--- config.mk ---
export PLATFORM = sky130hd
export DESIGN_NAME = json_char_event_tokenizer_unit_flat
export DESIGN_NICKNAME = d
export VERILOG_FILES = /design/src/sv/jcet_pkg.sv /design/src/sv/jcet_if.sv /design/src/sv/jcet_ctrl.sv /design/src/sv/jcet_dp.sv /design/src/sv/json_char_event_tokenizer_unit.sv /design/src/flat_wrapper.sv
export SDC_FILE = /design/constraint.sdc
export NUM_CORES = 1
export LEC_CHECK = 0
export ABC_AREA = 1
export BUFFER_PORTS_ARGS = -buffer_cell sky130_fd_sc_hd__buf_2
export CAP_MARGIN = 10
export CELL_PAD_IN_SITES_DETAIL_PLACEMENT = 1
export CELL_PAD_IN_SITES_GLOBAL_PLACEMENT = 1
export CORE_MARGIN = 2
export CORE_UTILIZATION = 52
export DETAILED_ROUTE_END_ITERATION = 6
export PLACE_DENSITY = 0.88
export SLEW_MARGIN = 20
export SYNTH_ARGS = -nofsm -noshare
export SYNTH_HDL_FRONTEND = slang
export SYNTH_SLANG_ARGS = --single-unit
export TNS_END_PERCENT = 1
--- constraint.sdc ---
create_clock -name i_clk -period 7.21 [get_ports i_clk]
set_clock_uncertainty 0.15 [all_clocks]
set_input_delay 1.442 -clock i_clk [delete_from_list [all_inputs] [get_ports i_clk]]
set_output_delay 1.442 -clock i_clk [all_outputs]
set_load 0.02 [all_outputs]
--- src/sv/jcet_pkg.sv ---
// ============================================================================
// jcet_pkg: shared types and constants of the JSON character event tokenizer
// Parser state codes, event codes, character constants, and the command and
// status records between the controller and the datapath.
// ============================================================================
`default_nettype none

package jcet_pkg;

    localparam int unsigned MAX_DEPTH_DEF = 32;
    localparam int unsigned CHAR_W        = 8;
    localparam int unsigned CODE_W        = 4;
    localparam int unsigned DEPTH_W       = 6;
    localparam int unsigned MAX_EVENTS    = 4;
    localparam int unsigned MAX_STEPS     = 8;
    localparam int unsigned CNT_W         = $clog2(MAX_EVENTS + 1);
    localparam int unsigned IDX_W         = $clog2(MAX_EVENTS);
    localparam int unsigned STEP_W        = $clog2(MAX_STEPS);

    localparam logic [CHAR_W-1:0] CH_NUL    = 8'h00;
    localparam logic [CHAR_W-1:0] CH_LBRACE = 8'h7B;
    localparam logic [CHAR_W-1:0] CH_RBRACE = 8'h7D;
    localparam logic [CHAR_W-1:0] CH_LBRACK = 8'h5B;
    localparam logic [CHAR_W-1:0] CH_RBRACK = 8'h5D;
    localparam logic [CHAR_W-1:0] CH_COLON  = 8'h3A;
    localparam logic [CHAR_W-1:0] CH_COMMA  = 8'h2C;
    localparam logic [CHAR_W-1:0] CH_QUOTE  = 8'h22;
    localparam logic [CHAR_W-1:0] CH_TAB    = 8'h09;
    localparam logic [CHAR_W-1:0] CH_LF     = 8'h0A;
    localparam logic [CHAR_W-1:0] CH_CR     = 8'h0D;
    localparam logic [CHAR_W-1:0] CH_SPACE  = 8'h20;

    typedef enum logic [3:0] {
        PS_SKIP   = 4'd0,
        PS_OPEN   = 4'd1,
        PS_CLOSE  = 4'd2,
        PS_IBEG   = 4'd3,
        PS_IEND   = 4'd4,
        PS_IRET   = 4'd5,
        PS_NQUOT  = 4'd6,
        PS_NBEG   = 4'd7,
        PS_NEND   = 4'd8,
        PS_ASSIGN = 4'd9,
        PS_ABEG   = 4'd10,
        PS_AEND   = 4'd11,
        PS_VQUOT  = 4'd12,
        PS_VBEG   = 4'd13,
        PS_VEND   = 4'd14
    } t_pstate;

    typedef enum logic [1:0] {
        ACT_PAUSE = 2'd0,
        ACT_NEXT  = 2'd1,
        ACT_OK    = 2'd2,
        ACT_FAIL  = 2'd3
    } t_act;

    typedef enum logic [1:0] {
        OP_NONE = 2'd0,
        OP_PUSH = 2'd1,
        OP_POP  = 2'd2
    } t_stack_op;

    typedef enum logic [CODE_W-1:0] {
        EV_MEMBER      = 4'd0,
        EV_NAME_CHAR   = 4'd1,
        EV_NAME_DONE   = 4'd2,
        EV_ELEMENT     = 4'd3,
        EV_VALUE_START = 4'd4,
        EV_VALUE_CHAR  = 4'd5,
        EV_VALUE_DONE  = 4'd6,
        EV_ARRAY_MARK  = 4'd7,
        EV_PUSH        = 4'd8,
        EV_POP         = 4'd9,
        EV_OK          = 4'd10,
        EV_FAIL        = 4'd11
    } t_event;

    typedef enum logic [1:0] {
        CS_IDLE  = 2'd0,
        CS_STEP  = 2'd1,
        CS_DRAIN = 2'd2
    } t_ctrl_state;

    typedef struct packed {
        t_event              code;
        logic [CHAR_W-1:0]   ch;
        logic [DEPTH_W-1:0]  depth;
        logic                is_array;
    } t_event_rec;

    typedef struct packed {
        logic              load;
        logic              step;
        logic              drain;
        logic              drain_last;
        logic [IDX_W-1:0]  drain_idx;
    } t_dp_cmd;

    typedef struct packed {
        logic              halted;
        logic              stop;
        logic              out_free;
        logic [CNT_W-1:0]  ev_cnt;
    } t_dp_sts;

endpackage

`default_nettype wire

--- src/sv/jcet_if.sv ---
// ============================================================================
// jcet_if: channel interfaces of the JSON character event tokenizer
// One interface for the character input channel and one for the event output
// channel, each a valid/ready handshake with its payload.
// ============================================================================
`default_nettype none

interface jcet_char_if;
    logic       valid;
    logic       ready;
    logic [7:0] char_code;
    logic       begin_doc;

    modport source (output valid, output char_code, output begin_doc, input ready);
    modport sink   (input valid, input char_code, input begin_doc, output ready);
endinterface

interface jcet_event_if;
    logic       valid;
    logic       ready;
    logic [3:0] event_code;
    logic [7:0] event_char;
    logic [5:0] depth;
    logic       is_array;
    logic       last;

    modport source (output valid, output event_code, output event_char, output depth,
                    output is_array, output last, input ready);
    modport sink   (input valid, input event_code, input event_char, input depth,
                    input is_array, input last, output ready);
endinterface

`default_nettype wire

--- src/sv/jcet_ctrl.sv ---
// ============================================================================
// jcet_ctrl: sequencing controller of the tokenizer
// Accepts a character, runs the datapath one parser transition per cycle and
// then moves the collected events to the output register one at a time.
// ============================================================================
`default_nettype none

module jcet_ctrl (
    input  wire logic              i_clk,
    input  wire logic              i_rst_n,
    input  wire logic              i_in_valid,
    output logic                   o_in_ready,
    input  wire jcet_pkg::t_dp_sts i_sts,
    output jcet_pkg::t_dp_cmd      o_cmd
);
    import jcet_pkg::*;

    t_ctrl_state       r_state;
    t_ctrl_state       n_state;
    logic [STEP_W-1:0] r_iter;
    logic [CNT_W-1:0]  r_idx;
    logic              w_last_step;
    logic              w_last_ev;

    assign w_last_step = (r_iter == STEP_W'(MAX_STEPS - 1));
    assign w_last_ev   = ((r_idx + CNT_W'(1)) == i_sts.ev_cnt);

    always_comb begin
        n_state = r_state;
        unique case (r_state)
            CS_IDLE: begin
                if (i_in_valid) begin
                    n_state = CS_STEP;
                end
            end
            CS_STEP: begin
                if (i_sts.halted) begin
                    n_state = CS_IDLE;
                end else if (i_sts.stop || w_last_step) begin
                    n_state = CS_DRAIN;
                end
            end
            CS_DRAIN: begin
                if (i_sts.ev_cnt == '0) begin
                    n_state = CS_IDLE;
                end else if (i_sts.out_free && w_last_ev) begin
                    n_state = CS_IDLE;
                end
            end
            default: n_state = CS_IDLE;
        endcase
    end

    always_comb begin
        o_in_ready       = (r_state == CS_IDLE);
        o_cmd.load       = (r_state == CS_IDLE) && i_in_valid;
        o_cmd.step       = (r_state == CS_STEP) && !i_sts.halted;
        o_cmd.drain      = (r_state == CS_DRAIN) && (i_sts.ev_cnt != '0) && i_sts.out_free;
        o_cmd.drain_last = w_last_ev;
        o_cmd.drain_idx  = r_idx[IDX_W-1:0];
    end

    always_ff @(posedge i_clk) begin
        if (!i_rst_n) begin
            r_state <= CS_IDLE;
            r_iter  <= '0;
            r_idx   <= '0;
        end else begin
            r_state <= n_state;
            if (o_cmd.load) begin
                r_iter <= '0;
                r_idx  <= '0;
            end else begin
                if (o_cmd.step) begin
                    r_iter <= r_iter + STEP_W'(1);
                end
                if (o_cmd.drain) begin
                    r_idx <= r_idx + CNT_W'(1);
                end
            end
        end
    end

endmodule

`default_nettype wire

--- src/sv/jcet_dp.sv ---
// ============================================================================
// jcet_dp: parser datapath of the tokenizer
// Holds the parser state, the array flag stack memory, the per-character
// event buffer and the output register; evaluates one transition per step.
// ============================================================================
`default_nettype none

module jcet_dp #(
    parameter int unsigned MAX_DEPTH = jcet_pkg::MAX_DEPTH_DEF
) (
    input  wire logic                           i_clk,
    input  wire logic                           i_rst_n,
    input  wire jcet_pkg::t_dp_cmd              i_cmd,
    output jcet_pkg::t_dp_sts                   o_sts,
    input  wire logic [jcet_pkg::CHAR_W-1:0]    i_char_code,
    input  wire logic                           i_begin_doc,
    input  wire logic                           i_out_ready,
    output logic                                o_out_valid,
    output jcet_pkg::t_event_rec                o_out_rec,
    output logic                                o_out_last
);
    import jcet_pkg::*;

    localparam int unsigned DW = $clog2(MAX_DEPTH + 1);
    localparam int unsigned AW = $clog2(MAX_DEPTH);

    // Parser state.
    t_pstate           r_pstate;
    logic              r_in_array;
    logic              r_item;
    logic [DW-1:0]     r_depth;
    logic              r_halted;
    logic [CHAR_W-1:0] r_char;
    logic [CNT_W-1:0]  r_cnt;

    // Array flag stack and its registered top-of-stack read.
    logic              r_stack [MAX_DEPTH];
    logic              r_top;
    logic [AW-1:0]     w_rd_addr;
    logic [AW-1:0]     w_wr_addr;
    logic              w_we;
    logic [DW-1:0]     w_depth_nx;

    t_event_rec        r_buf [MAX_EVENTS];
    logic              r_out_valid;
    t_event_rec        r_out_rec;
    logic              r_out_last;

    // Transition decode.
    t_pstate           ns;
    t_act              act;
    t_stack_op         op;
    logic              w_space;
    logic              w_endval;

    // Transition effects.
    t_pstate           n_pstate;
    logic              n_in_array;
    logic              n_item;
    logic [DW-1:0]     n_depth;
    logic              n_halted;
    logic              w_ev_valid;
    t_event            w_ev_code;
    logic [CHAR_W-1:0] w_ev_char;
    logic              w_stop;
    logic              w_push;
    t_event_rec        w_rec;

    assign w_space  = (r_char == CH_SPACE) || (r_char == CH_TAB) ||
                      (r_char == CH_LF) || (r_char == CH_CR);
    assign w_endval = (r_char == CH_QUOTE) || (r_char == CH_COMMA) ||
                      (r_char == CH_RBRACK) || (r_char == CH_RBRACE);

    always_comb begin
        ns  = PS_SKIP;
        act = ACT_FAIL;
        op  = OP_NONE;
        unique case (r_pstate)
            PS_SKIP: begin
                if (r_char == CH_LBRACE) begin
                    ns = PS_OPEN; act = ACT_PAUSE;
                end else if (r_char == CH_NUL) begin
                    act = ACT_OK;
                end else begin
                    ns = PS_SKIP; act = ACT_NEXT;
                end
            end
            PS_OPEN: begin
                if (r_char == CH_LBRACE) begin
                    ns = PS_OPEN; act = ACT_NEXT; op = OP_PUSH;
                end else if (w_space) begin
                    ns = PS_OPEN; act = ACT_NEXT;
                end else if (r_char == CH_QUOTE) begin
                    ns = PS_IBEG; act = ACT_PAUSE;
                end
            end
            PS_IBEG: begin
                if (r_char == CH_QUOTE) begin
                    ns = PS_NQUOT; act = ACT_NEXT;
                end
            end
            PS_NQUOT: begin
                ns = PS_NBEG; act = ACT_PAUSE;
            end
            PS_NBEG: begin
                if (r_char == CH_QUOTE) begin
                    ns = PS_NEND; act = ACT_PAUSE;
                end else if (r_char != CH_NUL) begin
                    ns = PS_NBEG; act = ACT_NEXT;
                end
            end
            PS_NEND: begin
                if ((r_char == CH_QUOTE) || w_space) begin
                    ns = PS_NEND; act = ACT_NEXT;
                end else if (r_char == CH_COLON) begin
                    ns = PS_ASSIGN; act = ACT_NEXT;
                end
            end
            PS_ASSIGN: begin
                if (w_space) begin
                    ns = PS_ASSIGN; act = ACT_NEXT;
                end else if (r_char == CH_LBRACE) begin
                    ns = PS_OPEN; act = ACT_PAUSE;
                end else if (r_char == CH_LBRACK) begin
                    ns = PS_ABEG; act = ACT_PAUSE;
                end else if (r_char == CH_QUOTE) begin
                    ns = PS_VQUOT; act = ACT_NEXT;
                end else begin
                    ns = PS_VBEG; act = ACT_PAUSE;
                end
            end
            PS_ABEG: begin
                if ((r_char == CH_LBRACK) || w_space) begin
                    ns = PS_ABEG; act = ACT_NEXT;
                end else if (r_char == CH_LBRACE) begin
                    ns = PS_OPEN; act = ACT_PAUSE;
                end else if (r_char == CH_QUOTE) begin
                    ns = PS_VQUOT; act = ACT_NEXT;
                end else if (w_endval) begin
                    ns = PS_VEND; act = ACT_PAUSE;
                end else begin
                    ns = PS_VBEG; act = ACT_PAUSE;
                end
            end
            PS_VQUOT: begin
                ns = PS_VBEG; act = ACT_PAUSE;
            end
            PS_VBEG: begin
                if (w_endval) begin
                    ns = PS_VEND; act = ACT_PAUSE;
                end else if (r_char != CH_NUL) begin
                    ns = PS_VBEG; act = ACT_NEXT;
                end
            end
            PS_VEND: begin
                if ((r_char == CH_QUOTE) || w_space) begin
                    ns = PS_VEND; act = ACT_NEXT;
                end else if ((r_char == CH_COMMA) || (r_char == CH_RBRACK) ||
                             (r_char == CH_RBRACE)) begin
                    ns = PS_IEND; act = ACT_PAUSE;
                end
            end
            PS_IEND: begin
                if (r_char == CH_COMMA) begin
                    if (r_in_array) begin
                        ns = PS_IRET; act = ACT_PAUSE;
                    end else begin
                        ns = PS_IEND; act = ACT_NEXT;
                    end
                end else if (w_space) begin
                    ns = PS_IEND; act = ACT_NEXT;
                end else if (r_char == CH_QUOTE) begin
                    ns = PS_IBEG; act = ACT_PAUSE;
                end else if (r_char == CH_RBRACK) begin
                    ns = PS_AEND; act = ACT_PAUSE;
                end else if (r_char == CH_RBRACE) begin
                    ns = PS_CLOSE; act = ACT_PAUSE;
                end
            end
            PS_IRET: begin
                if ((r_char == CH_COMMA) || w_space) begin
                    ns = PS_IRET; act = ACT_NEXT;
                end else if (r_char == CH_LBRACE) begin
                    ns = PS_OPEN; act = ACT_PAUSE;
                end else if (r_char == CH_QUOTE) begin
                    ns = PS_VQUOT; act = ACT_NEXT;
                end else begin
                    ns = PS_VBEG; act = ACT_PAUSE;
                end
            end
            PS_AEND: begin
                if ((r_char == CH_RBRACK) || w_space) begin
                    ns = PS_AEND; act = ACT_NEXT;
                end else if ((r_char == CH_COMMA) || (r_char == CH_RBRACE)) begin
                    ns = PS_IEND; act = ACT_PAUSE;
                end
            end
            PS_CLOSE: begin
                if (r_char == CH_RBRACE) begin
                    ns = PS_CLOSE; act = ACT_NEXT; op = OP_POP;
                end else if (w_space) begin
                    ns = PS_CLOSE; act = ACT_NEXT;
                end else if (r_char == CH_RBRACK) begin
                    ns = PS_AEND; act = ACT_PAUSE;
                end else if (r_char == CH_COMMA) begin
                    ns = PS_IEND; act = ACT_PAUSE;
                end else begin
                    ns = PS_SKIP; act = ACT_PAUSE;
                end
            end
            default: begin
                act = ACT_FAIL;
            end
        endcase
    end

    // At most one event comes out of a single transition.
    always_comb begin
        n_pstate   = r_pstate;
        n_in_array = r_in_array;
        n_item     = r_item;
        n_depth    = r_depth;
        n_halted   = r_halted;
        w_ev_valid = 1'b0;
        w_ev_code  = EV_FAIL;
        w_ev_char  = '0;
        w_stop     = 1'b0;
        w_push     = 1'b0;
        if ((act == ACT_OK) || (act == ACT_FAIL)) begin
            w_ev_valid = 1'b1;
            w_ev_code  = (act == ACT_OK) ? EV_OK : EV_FAIL;
            n_halted   = 1'b1;
            w_stop     = 1'b1;
        end else begin
            n_pstate = ns;
            if (act == ACT_PAUSE) begin
                case (ns)
                    PS_ABEG: begin
                        n_in_array = 1'b1;
                        n_item     = 1'b1;
                        w_ev_valid = 1'b1;
                        w_ev_code  = EV_ARRAY_MARK;
                    end
                    PS_AEND: begin
                        n_in_array = 1'b0;
                    end
                    PS_NBEG: begin
                        n_item     = 1'b0;
                        w_ev_valid = 1'b1;
                        w_ev_code  = EV_MEMBER;
                    end
                    PS_IRET: begin
                        n_item     = r_in_array;
                        w_ev_valid = 1'b1;
                        w_ev_code  = EV_ELEMENT;
                    end
                    PS_NEND: begin
                        w_ev_valid = 1'b1;
                        w_ev_code  = EV_NAME_DONE;
                    end
                    PS_VBEG: begin
                        w_ev_valid = 1'b1;
                        w_ev_code  = EV_VALUE_START;
                    end
                    PS_VEND: begin
                        w_ev_valid = 1'b1;
                        w_ev_code  = EV_VALUE_DONE;
                    end
                    default: begin
                    end
                endcase
            end else if (ns == PS_NBEG) begin
                w_ev_valid = 1'b1;
                w_ev_code  = EV_NAME_CHAR;
                w_ev_char  = r_char;
            end else if (ns == PS_VBEG) begin
                w_ev_valid = 1'b1;
                w_ev_code  = EV_VALUE_CHAR;
                w_ev_char  = r_char;
            end

            if (op == OP_PUSH) begin
                w_ev_valid = 1'b1;
                if (r_depth >= DW'(MAX_DEPTH)) begin
                    w_ev_code = EV_FAIL;
                    n_halted  = 1'b1;
                    w_stop    = 1'b1;
                end else begin
                    w_push     = 1'b1;
                    n_depth    = r_depth + DW'(1);
                    n_in_array = 1'b0;
                    w_ev_code  = EV_PUSH;
                end
            end else if (op == OP_POP) begin
                w_ev_valid = 1'b1;
                if (r_depth == '0) begin
                    w_ev_code = EV_FAIL;
                    n_halted  = 1'b1;
                    w_stop    = 1'b1;
                end else begin
                    n_depth    = r_depth - DW'(1);
                    n_in_array = r_top;
                    n_item     = r_top;
                    w_ev_code  = EV_POP;
                end
            end

            if (act == ACT_NEXT) begin
                w_stop = 1'b1;
            end
        end
    end

    assign w_rec.code     = w_ev_code;
    assign w_rec.ch       = w_ev_char;
    assign w_rec.depth    = DEPTH_W'(n_depth);
    assign w_rec.is_array = n_in_array;

    always_ff @(posedge i_clk) begin
        if (!i_rst_n) begin
            r_pstate   <= PS_SKIP;
            r_in_array <= 1'b0;
            r_item     <= 1'b0;
            r_depth    <= '0;
            r_halted   <= 1'b0;
            r_cnt      <= '0;
        end else if (i_cmd.load) begin
            r_cnt <= '0;
            if (i_begin_doc) begin
                r_pstate   <= PS_SKIP;
                r_in_array <= 1'b0;
                r_item     <= 1'b0;
                r_depth    <= '0;
                r_halted   <= 1'b0;
            end
        end else if (i_cmd.step) begin
            r_pstate   <= n_pstate;
            r_in_array <= n_in_array;
            r_item     <= n_item;
            r_depth    <= n_depth;
            r_halted   <= n_halted;
            if (w_ev_valid && (r_cnt < CNT_W'(MAX_EVENTS))) begin
                r_cnt <= r_cnt + CNT_W'(1);
            end
        end
    end

    always_ff @(posedge i_clk) begin
        if (i_cmd.load) begin
            r_char <= i_char_code;
        end
        if (i_cmd.step && w_ev_valid && (r_cnt < CNT_W'(MAX_EVENTS))) begin
            r_buf[r_cnt[IDX_W-1:0]] <= w_rec;
        end
    end

    // The read port follows the depth the parser will have next cycle, so the
    // top entry is already registered when a pop needs it.
    always_comb begin
        w_depth_nx = r_depth;
        if (i_cmd.load && i_begin_doc) begin
            w_depth_nx = '0;
        end else if (i_cmd.step) begin
            w_depth_nx = n_depth;
        end
    end

    assign w_we      = i_cmd.step && w_push;
    assign w_wr_addr = r_depth[AW-1:0];
    assign w_rd_addr = AW'(w_depth_nx - DW'(1));

    always_ff @(posedge i_clk) begin
        if (w_we) begin
            r_stack[w_wr_addr] <= r_item;
        end
        if (w_we && (w_wr_addr == w_rd_addr)) begin
            r_top <= r_item;
        end else begin
            r_top <= r_stack[w_rd_addr];
        end
    end

    always_ff @(posedge i_clk) begin
        if (!i_rst_n) begin
            r_out_valid <= 1'b0;
        end else if (i_cmd.drain) begin
            r_out_valid <= 1'b1;
        end else if (i_out_ready) begin
            r_out_valid <= 1'b0;
        end
    end

    always_ff @(posedge i_clk) begin
        if (i_cmd.drain) begin
            r_out_rec  <= r_buf[i_cmd.drain_idx];
            r_out_last <= i_cmd.drain_last;
        end
    end

    assign o_out_valid    = r_out_valid;
    assign o_out_rec      = r_out_rec;
    assign o_out_last     = r_out_last;
    assign o_sts.halted   = r_halted;
    assign o_sts.stop     = w_stop;
    assign o_sts.out_free = !r_out_valid || i_out_ready;
    assign o_sts.ev_cnt   = r_cnt;

endmodule

`default_nettype wire

--- src/sv/json_char_event_tokenizer_unit.sv ---
// ============================================================================
// json_char_event_tokenizer_unit: lenient JSON character tokenizer
// Takes one text character per transaction and emits parse events (member,
// name and value characters, array marks, object push and pop, ok, fail).
// ============================================================================
//
//  Channel   Dir  Handshake      Payload
//  i_char    in   valid/ready    char_code[7:0], begin_doc
//  o_event   out  valid/ready    event_code[3:0], event_char[7:0], depth[5:0],
//                                is_array, last
//
// A character is accepted in the idle state, then the parser runs up to
// MAX_STEPS transitions on it, then its events move to the output register
// one at a time; a character with no events goes straight back to idle.
// While the parser is halted a character passes through the step state with
// no transition and skips the drain. A pop reads the array flag stack from a
// registered read port that follows the depth the parser will have next.
// Reset is synchronous and active low and leaves the parser in its skip
// state; the stack memory needs no clearing, since only pushed entries are
// popped. A stalled output holds the controller in its drain state, and the
// next character is accepted while the final event still waits for its sink.
//
`default_nettype none

module json_char_event_tokenizer_unit #(
    parameter int unsigned MAX_DEPTH = jcet_pkg::MAX_DEPTH_DEF
) (
    input  wire logic   i_clk,
    input  wire logic   i_rst_n,
    jcet_char_if.sink   i_char,
    jcet_event_if.source o_event
);
    import jcet_pkg::*;

    t_dp_cmd    w_cmd;
    t_dp_sts    w_sts;
    logic       w_in_ready;
    logic       w_out_valid;
    t_event_rec w_out_rec;
    logic       w_out_last;

    // The controller owns the input handshake and the sequencing.
    jcet_ctrl u_ctrl (
        .i_clk      (i_clk),
        .i_rst_n    (i_rst_n),
        .i_in_valid (i_char.valid),
        .o_in_ready (w_in_ready),
        .i_sts      (w_sts),
        .o_cmd      (w_cmd)
    );

    // The datapath holds the parser state, the stack and the output register.
    jcet_dp #(
        .MAX_DEPTH (MAX_DEPTH)
    ) u_dp (
        .i_clk       (i_clk),
        .i_rst_n     (i_rst_n),
        .i_cmd       (w_cmd),
        .o_sts       (w_sts),
        .i_char_code (i_char.char_code),
        .i_begin_doc (i_char.begin_doc),
        .i_out_ready (o_event.ready),
        .o_out_valid (w_out_valid),
        .o_out_rec   (w_out_rec),
        .o_out_last  (w_out_last)
    );

    assign i_char.ready       = w_in_ready;
    assign o_event.valid      = w_out_valid;
    assign o_event.event_code = w_out_rec.code;
    assign o_event.event_char = w_out_rec.ch;
    assign o_event.depth      = w_out_rec.depth;
    assign o_event.is_array   = w_out_rec.is_array;
    assign o_event.last       = w_out_last;

`ifndef SYNTHESIS
    // A new document always starts unhalted.
    a_begin_clears_halt : assert property (@(posedge i_clk) disable iff (!i_rst_n)
        (i_char.valid && i_char.ready && i_char.begin_doc) |=> !w_sts.halted)
        else $error("begin_doc did not clear the halted flag");

    // An event is moved out only when the output register can take it.
    a_drain_when_free : assert property (@(posedge i_clk) disable iff (!i_rst_n)
        w_cmd.drain |-> w_sts.out_free)
        else $error("event moved into a busy output register");

    // The event buffer never counts more than four events.
    a_event_count : assert property (@(posedge i_clk) disable iff (!i_rst_n)
        w_sts.ev_cnt <= CNT_W'(MAX_EVENTS))
        else $error("event buffer count out of range");

    // A character is never accepted while a transition is in progress.
    a_no_accept_in_step : assert property (@(posedge i_clk) disable iff (!i_rst_n)
        w_cmd.step |-> !i_char.ready)
        else $error("input accepted during a parser transition");
`endif

endmodule

`default_nettype wire

--- src/flat_wrapper.sv ---
// flat-port wrapper written by rule: the top's interface ports become plain ports
module json_char_event_tokenizer_unit_flat import jcet_pkg::*;
#(
    parameter int unsigned MAX_DEPTH = jcet_pkg::MAX_DEPTH_DEF
)
  (i_clk, i_rst_n, i_char_valid, i_char_char_code, i_char_begin_doc, i_char_ready, o_event_valid, o_event_event_code, o_event_event_char, o_event_depth, o_event_is_array, o_event_last, o_event_ready);
  jcet_char_if i_char_i ();
  jcet_event_if o_event_i ();
  input  wire logic i_clk;
  input  wire logic i_rst_n;
  input wire logic [$bits(i_char_i.valid)-1:0] i_char_valid;
  input wire logic [$bits(i_char_i.char_code)-1:0] i_char_char_code;
  input wire logic [$bits(i_char_i.begin_doc)-1:0] i_char_begin_doc;
  output wire logic [$bits(i_char_i.ready)-1:0] i_char_ready;
  output wire logic [$bits(o_event_i.valid)-1:0] o_event_valid;
  output wire logic [$bits(o_event_i.event_code)-1:0] o_event_event_code;
  output wire logic [$bits(o_event_i.event_char)-1:0] o_event_event_char;
  output wire logic [$bits(o_event_i.depth)-1:0] o_event_depth;
  output wire logic [$bits(o_event_i.is_array)-1:0] o_event_is_array;
  output wire logic [$bits(o_event_i.last)-1:0] o_event_last;
  input wire logic [$bits(o_event_i.ready)-1:0] o_event_ready;
  assign i_char_i.valid = i_char_valid;
  assign i_char_i.char_code = i_char_char_code;
  assign i_char_i.begin_doc = i_char_begin_doc;
  assign i_char_ready = i_char_i.ready;
  assign o_event_valid = o_event_i.valid;
  assign o_event_event_code = o_event_i.event_code;
  assign o_event_event_char = o_event_i.event_char;
  assign o_event_depth = o_event_i.depth;
  assign o_event_is_array = o_event_i.is_array;
  assign o_event_last = o_event_i.last;
  assign o_event_i.ready = o_event_ready;
  json_char_event_tokenizer_unit #(.MAX_DEPTH(MAX_DEPTH)) u_core (.i_clk(i_clk), .i_rst_n(i_rst_n), .i_char(i_char_i), .o_event(o_event_i));
endmodule
# After elaboration in Yosys (flattened, before gate mapping)
# Memories as Yosys holds them, arrays and structs flattened. A register that Yosys moved wholly into a read port is not among the register bits.
# Index checks and enable logic that the tools add are counted.
# op_classes
n_mux	150
n_addsub	6
bitwise_logic	1
reduce_logical	48
eq_ne	47
magnitude_cmp	2
# op_table
op	n
4-bit two-way mux	30
2-bit two-way mux	37
4-bit case mux with 15 select lines	1
1-bit two-way mux	57
4-bit equality test (second input constant)	12
6-bit two-way mux	8
8-bit by 6-bit equality test with 1-bit output (second input constant)	4
8-bit by 7-bit equality test with 1-bit output (second input constant)	4
8-bit two-way mux	4
2-bit case mux with 14 select lines	1
4-bit by 3-bit equality test with 1-bit output (second input constant)	6
8-bit by 4-bit equality test with 1-bit output (second input constant)	3
4-bit case mux with 6 select lines	1
3-bit two-way mux	6
1-bit logical OR	16
1-bit logical AND	10
3-bit by 1-bit adder with 3-bit output (second input constant)	3
2-bit equality test (second input constant)	4
4-bit by 2-bit equality test with 1-bit output (second input constant)	2
8-bit logical NOT	1
4-bit nonzero test	2
8-bit nonzero test	1
6-bit by 1-bit adder with 6-bit output (second input constant)	1
2-bit by 1-bit equality test with 1-bit output (second input constant)	3
28 further kinds	37
# totals
register_bits	34
n_memories	2
ram_bits	108
inputBits	13
wordCells	268
output_inout_bits	22
# mem_list
name	depth	width	rd	rd_ports_with_merged_regs	wr	line_no	rtl
u_core.u_dp.r_buf	4	19	1	1	1	jcet_dp.sv:44	t_event_rec r_buf [MAX_EVENTS];
u_core.u_dp.r_stack	32	1	1	1	1	jcet_dp.sv:37	logic r_stack [MAX_DEPTH];

# Longest topological paths before layout
# logic_depth
word_depth	20
ltp_mapped	21
ltp_nobuf	21

# Hierarchy
# From an unflattened synthesis, not the netlist that was laid out.
# hier_totals
hier_cells	942
area_unflattened_um2	8431.8
# by_module_without_submodules
module	area_each_um2	cells_per_inst	instances
jcet_dp	7925.1	867	1
jcet_ctrl	506.7	75	1

# Worst setup path before layout
# Ideal clock, no wire load.
# synth_path
path_kind	reg2reg
from	register u_core.u_dp.r_char[0]
to	memory u_core.u_dp.r_buf[0][0] in the netlist's numbering, enable pin
setup_slack_ps	3844
stages_incl_launch_ff	19
t_arrival_ps	2821
required_time_ps	6665
synth_period_minus_slack_ps	3366
path_buffers	1
cell_sequence	edfxtp_1 inv_2 nand2_1 nor2_1 nand2_2 buf_6 nand3_2 nand2_2 nor3_2 nand3_2 nor2_4 nand2_4 nand2_4 nand2_8 inv_2 nor2_4 nand2_2 nand2_2 nor2_1
# synth_via
elab_chain_cells	20
# synth_rtl
item	line_no	rtl
start: declaration	jcet_dp.sv:33	logic [CHAR_W-1:0] r_char;
start signal: assignment	jcet_dp.sv:350	r_char <= i_char_code;
8-bit by 6-bit equality test with 1-bit output (on tied branches)	n/a	
1-bit logical OR (2 in a row)	jcet_dp.sv:71	assign w_endval = (r_char == CH_QUOTE) || (r_char == CH_COMMA) ||
1-bit logical OR	jcet_dp.sv:72	(r_char == CH_RBRACK) || (r_char == CH_RBRACE);
2-bit two-way mux	jcet_dp.sv:139	end else if (w_endval) begin
2-bit two-way mux	jcet_dp.sv:137	end else if (r_char == CH_QUOTE) begin
4-bit two-way mux	jcet_dp.sv:135	end else if (r_char == CH_LBRACE) begin
4-bit two-way mux	jcet_dp.sv:133	if ((r_char == CH_LBRACK) || w_space) begin
4-bit case mux with 15 select lines	jcet_dp.sv:78	unique case (r_pstate)
(+2 left out)	n/a	
1-bit two-way mux (on tied branches)	jcet_dp.sv:237, jcet_dp.sv:272	
1-bit two-way mux	jcet_dp.sv:236	if (act == ACT_PAUSE) begin
1-bit two-way mux	jcet_dp.sv:294	end else if (op == OP_POP) begin
1-bit two-way mux	jcet_dp.sv:282	if (op == OP_PUSH) begin
1-bit two-way mux (*)	jcet_dp.sv:229	if ((act == ACT_OK) || (act == ACT_FAIL)) begin
1-bit logical AND (*) (2 in a row)	jcet_dp.sv:352	if (i_cmd.step && w_ev_valid && (r_cnt < CNT_W'(MAX_EVENTS))) begin
1-bit two-way mux (*)	jcet_dp.sv:352	
1-bit two-way mux (not written as such) (*)	jcet_dp.sv:353	r_buf[r_cnt[IDX_W-1:0]] <= w_rec;
end: declaration	jcet_dp.sv:44	
# Mark *: on every way between the ends. The rest lies on a longest branch, timed or not.

# Final worst setup path
# layout_path
from	register u_core.u_dp.r_char[4]
to	memory u_core.u_dp.r_buf[1][4] in the netlist's numbering, enable pin
# Same word-level chain as after synthesis.

==> impl_metrics.ini <==
[die]
initial_core_util_pct = 53.12
core_area_mm2 = 0.01515
die-area_mm2 = 0.01648
fp-row-count = 45
die_h_um = 128.4
io_pins = 35
die_w_um = 128.4

[global_routing]
grt_max_degree = 42
track_usage_pct = 29.31
grt_pass1_wl_mm = 36.89
grt_overflow = 0
grt_pass1_vias = 6796
antenna_found_initial = 0

[final_layout]
drive_gt1_share_pct = 12.97
final_nets = 937
multi_input_area_mm2 = 0.002929
fin_util_pct = 59.60
fillCellCount = 1700
diodes = 0
syn_to_final_growth_pct = 12.19
register_area_mm2 = 0.004684

[yosys]
syn_avg_cell_area_um2 = 9.174
yosysWarnings = 0
ys.flop_type = edfxtp_1
synthCells = 877
synth_top_area_cell = edfxtp_1
syn_nets = 902
synthArstFlopShare_pct = 0
ys_ff_latch = 166
yosys-top-cells-area = edfxtp_1, nor2_1, nand2_1
synth_edf_count = 136
ys_seq_area_share_pct = 58.23
synth_top_cell_area_share_pct = 50.76
ys_types = 40
synth_area_mm2 = 0.008045

[routing]
drt-initial-drc-count = 553
vias = 6536
first_pass_iters = 7
wl_met2_mm = 11.65
drcViolationCount = 0
final_antenna_net_count = 0
dr_wl_met3_mm = 1.101
wl_per_cell_um = 21.04
highest_layer = met4
vias_per_cell = 5.872
wl_mm = 23.41
wl_met1_mm = 9.967

[setup_path]
worstPathMaxFanout = 12
critPathLaunchType = register
r2r_cells = 18
slowest_stage = nor2_1
path_buf_inv = 3
rrSetupSlack_ns = 3.07
cpPeakStageDelay_ns = 0.62
crit_type = reg2reg
cp-end-kind = register
worstPathRequired_ns = 7.19
arrival_ns = 4.12
cp_top_family = simple AND/OR/NAND/NOR gates
cp_common_cell = nand2_2
timing.rr.end = u_core.u_dp.r_buf[1][4]
path_cells = inv_2 -> nand2_2 -> nor2_4 -> nand2_2 -> nand2_2 -> inv_2 -> nand2_1 -> nor2_1 -> nor3_1 -> nand3_1 -> nor2_1 -> nand2_1 -> nand3_1 -> o21bai_2 -> nand2_2 -> nand2_2 -> nor2_1 -> buf_4
r2r_start = u_core.u_dp.r_char[4]

[placed_design]
gp_congestion = 0.9684
port_buffers = 34
dp_worst_setup_slack_ns = 3.310
hpwl_mm = 15.75

[power]
p_per_area_mw_per_mm2 = 238.1
p_comb_share_pct = 5.3
p_sw_mw = 0.5139
p_int_mw = 1.635
vdd_drop_max_v = 0.0002204
swShare_pct = 23.92
clockPowerShare_pct = 45.4
leakage_nw = 3.766
p_seq_share_pct = 49.2

[sta]
tns_ns = 0
finalHoldViolCount = 0
maxSlewViolCount = 0
setup_slack_ns = 3.070
period_minus_slack_ns = 4.140
max_slew_margin_pct = 31.76
rsz0062_at_grt = no
setup_viol = 0
period_share_pct = 57.42
tightestPinTransition_ns = 1.022
timing.fmax_ghz = 0.2415

[clocking]
clk-insertion-delay-late_ns = 0.44
cts.htree.levels = 4
clk_pin_slew_ns = 0.07
numCtsBuffers = 17
ctsHoldBuffers = 0
clock-sinks = 166
post-cts-setup-buffer-count = 0
clock-root-buffer = clkbuf_16
cts_buffer_depth = 2
post_cts_resized = 0
cts_tree = done

[hold_path]
min_path_type = reg2reg
hold_path_depth = 2
min_to = u_core.u_ctrl.r_iter[2]
min_from = u_core.u_ctrl.r_iter[2]

[job]
maxCapViolCount = 0

[run_status]
status = completed
==> worst max-delay path by stage <==
stage	cells past startpoint	to	slack, ns	startpoint
6_report	18	u_core.u_dp.r_buf[1][4]	3.07	u_core.u_dp.r_char[4]
2_1_floorplan	18	u_core.u_dp.r_buf[0][0]	3.84	u_core.u_dp.r_char[0]
4_1_cts	18	u_core.u_dp.r_buf[1][15]	3.15	u_core.u_dp.r_char[0]
3_5_place_dp	18	u_core.u_dp.r_buf[1][3]	3.31	u_core.u_dp.r_char[4]
5_1_grt	18	u_core.u_dp.r_buf[1][4]	2.76	u_core.u_dp.r_char[3]
3_3_place_gp	17	u_core.u_dp.r_buf[3][11]	3.54	u_core.u_dp.r_char[4]
==> synth_stat cells, types with 3 or more instances <==
cell and count:
nand3_1 52, o211ai_1 5, dfxtp_1 30, xor2_1 5, nand2_2 12, nand2_4 4, inv_1 78, nand4_1 8
nor3_1 6, inv_2 11, a31oi_1 4, edfxtp_1 136, a32o_1 3, o21ai_0 59, o22ai_1 19, nand2_1 161
a22oi_1 3, o21ai_1 4, a21oi_1 35, ha_1 12, clkbuf_1 21, nor2_1 171, nor2_2 8, nor2_4 4
nand3_2 6
==> cell type report <==
type | count | area share (%)
timing repair buffer | 38 | 2.218
clock inverter | 15 | 2.329
sequential | 166 | 51.90
clock buffer | 17 | 4.713
multi-input combinational | 598 | 32.45
inverter | 91 | 3.784
tap | 188 | 2.606
==> worst reg2reg max path, delay by kind of cell (launching register included) <==
family                 cells  cell delay [ns]
AO/OA/AOI/OAI              1             0.10
buffers and inverters      3             0.54
flip-flops                 1             0.50
AND/OR/NAND/NOR           14             2.53
==> kinds of logic after synthesis <==
| logic type | count (synthesis) | synth area share (%) |
|---|---|---|
| simple gates | 439 | 23.93 |
| flops | 166 | 58.23 |
| compound gates | 140 | 9.844 |
| buf+inv | 113 | 5.366 |
| fa+ha+maj | 12 | 1.866 |
| xor+xnor | 7 | 0.7621 |
==> power by group through the flow <==
stage / Combinational (mW) / Clock, mW / Sequential [mW]
floorplan: 0.0864 / 0 / 1.07
global placement: 0.106 / 0 / 1.08
detailed placement: 0.111 / 0 / 1.08
CTS: 0.113 / 0.980 / 1.06
global route: 0.127 / 1.01 / 1.06
finish: 0.115 / 0.976 / 1.06
==> sequential cells by signal (all words and copies together) (netlist names), named ones only <==
| signal | flops |
|---|---|
| u_core.u_dp.r_cnt | 3 |
| u_core.u_dp.o_out_rec | 19 |
| u_core.u_dp.o_out_last | 1 |
| u_core.u_dp.r_in_array | 1 |
| u_core.u_dp.r_depth | 6 |
| u_core.u_dp.r_halted | 1 |
| u_core.u_ctrl.r_iter | 3 |
| u_core.u_ctrl.r_idx | 3 |
| u_core.u_dp.r_char | 8 |
| u_core.u_dp.r_buf | 76 |
| u_core.u_dp.r_pstate | 4 |
| u_core.u_dp.r_stack | 32 |
| u_core.u_ctrl.r_state | 2 |
| u_core.u_dp.r_item | 1 |
| u_core.u_dp.o_out_valid | 1 |
==> placed cells by master (no fill, tap or decap), drive strengths merged, types with 2 or more instances in the layout <==
cell type,n
nor2,183
nand2,178
edfxtp,136
inv,96
o21ai,63
nand3,58
buf,38
a21oi,35
dfxtp,30
o22ai,19
clkbuf,17
ha,12
nand4,8
nor3,7
clkinv,6
o211ai,5
xor2,5
a31oi,4
a22oi,3
a32o,3
bufinv,3
o31ai,2
nand3b,2
a211oi,2
xnor2,2
or2,2
==> layer usage <==
metal / global-route usage [%] / vias up
met4: 11.64 / 0
li1: - / 3038
met3: 5.156 / 59
met2: 50.41 / 232
met1: 36.96 / 3207
met5: 0 / -
==> per-stage QoR <==
step	hold slack, ns	area (µm²)	instances	power [mW]
2_1_floorplan	0.2953	8045	877	1.152
3_3_place_gp	0.3044	8391	1081	1.184
3_5_place_dp	0.3179	8391	1081	1.189
4_1_cts	0.3274	9026	1113	2.151
5_1_grt	0.3687	9026	1113	2.200
6_report	0.3412	9026	1113	2.149
No activity file was read; power rests on OpenSTA's default activity.
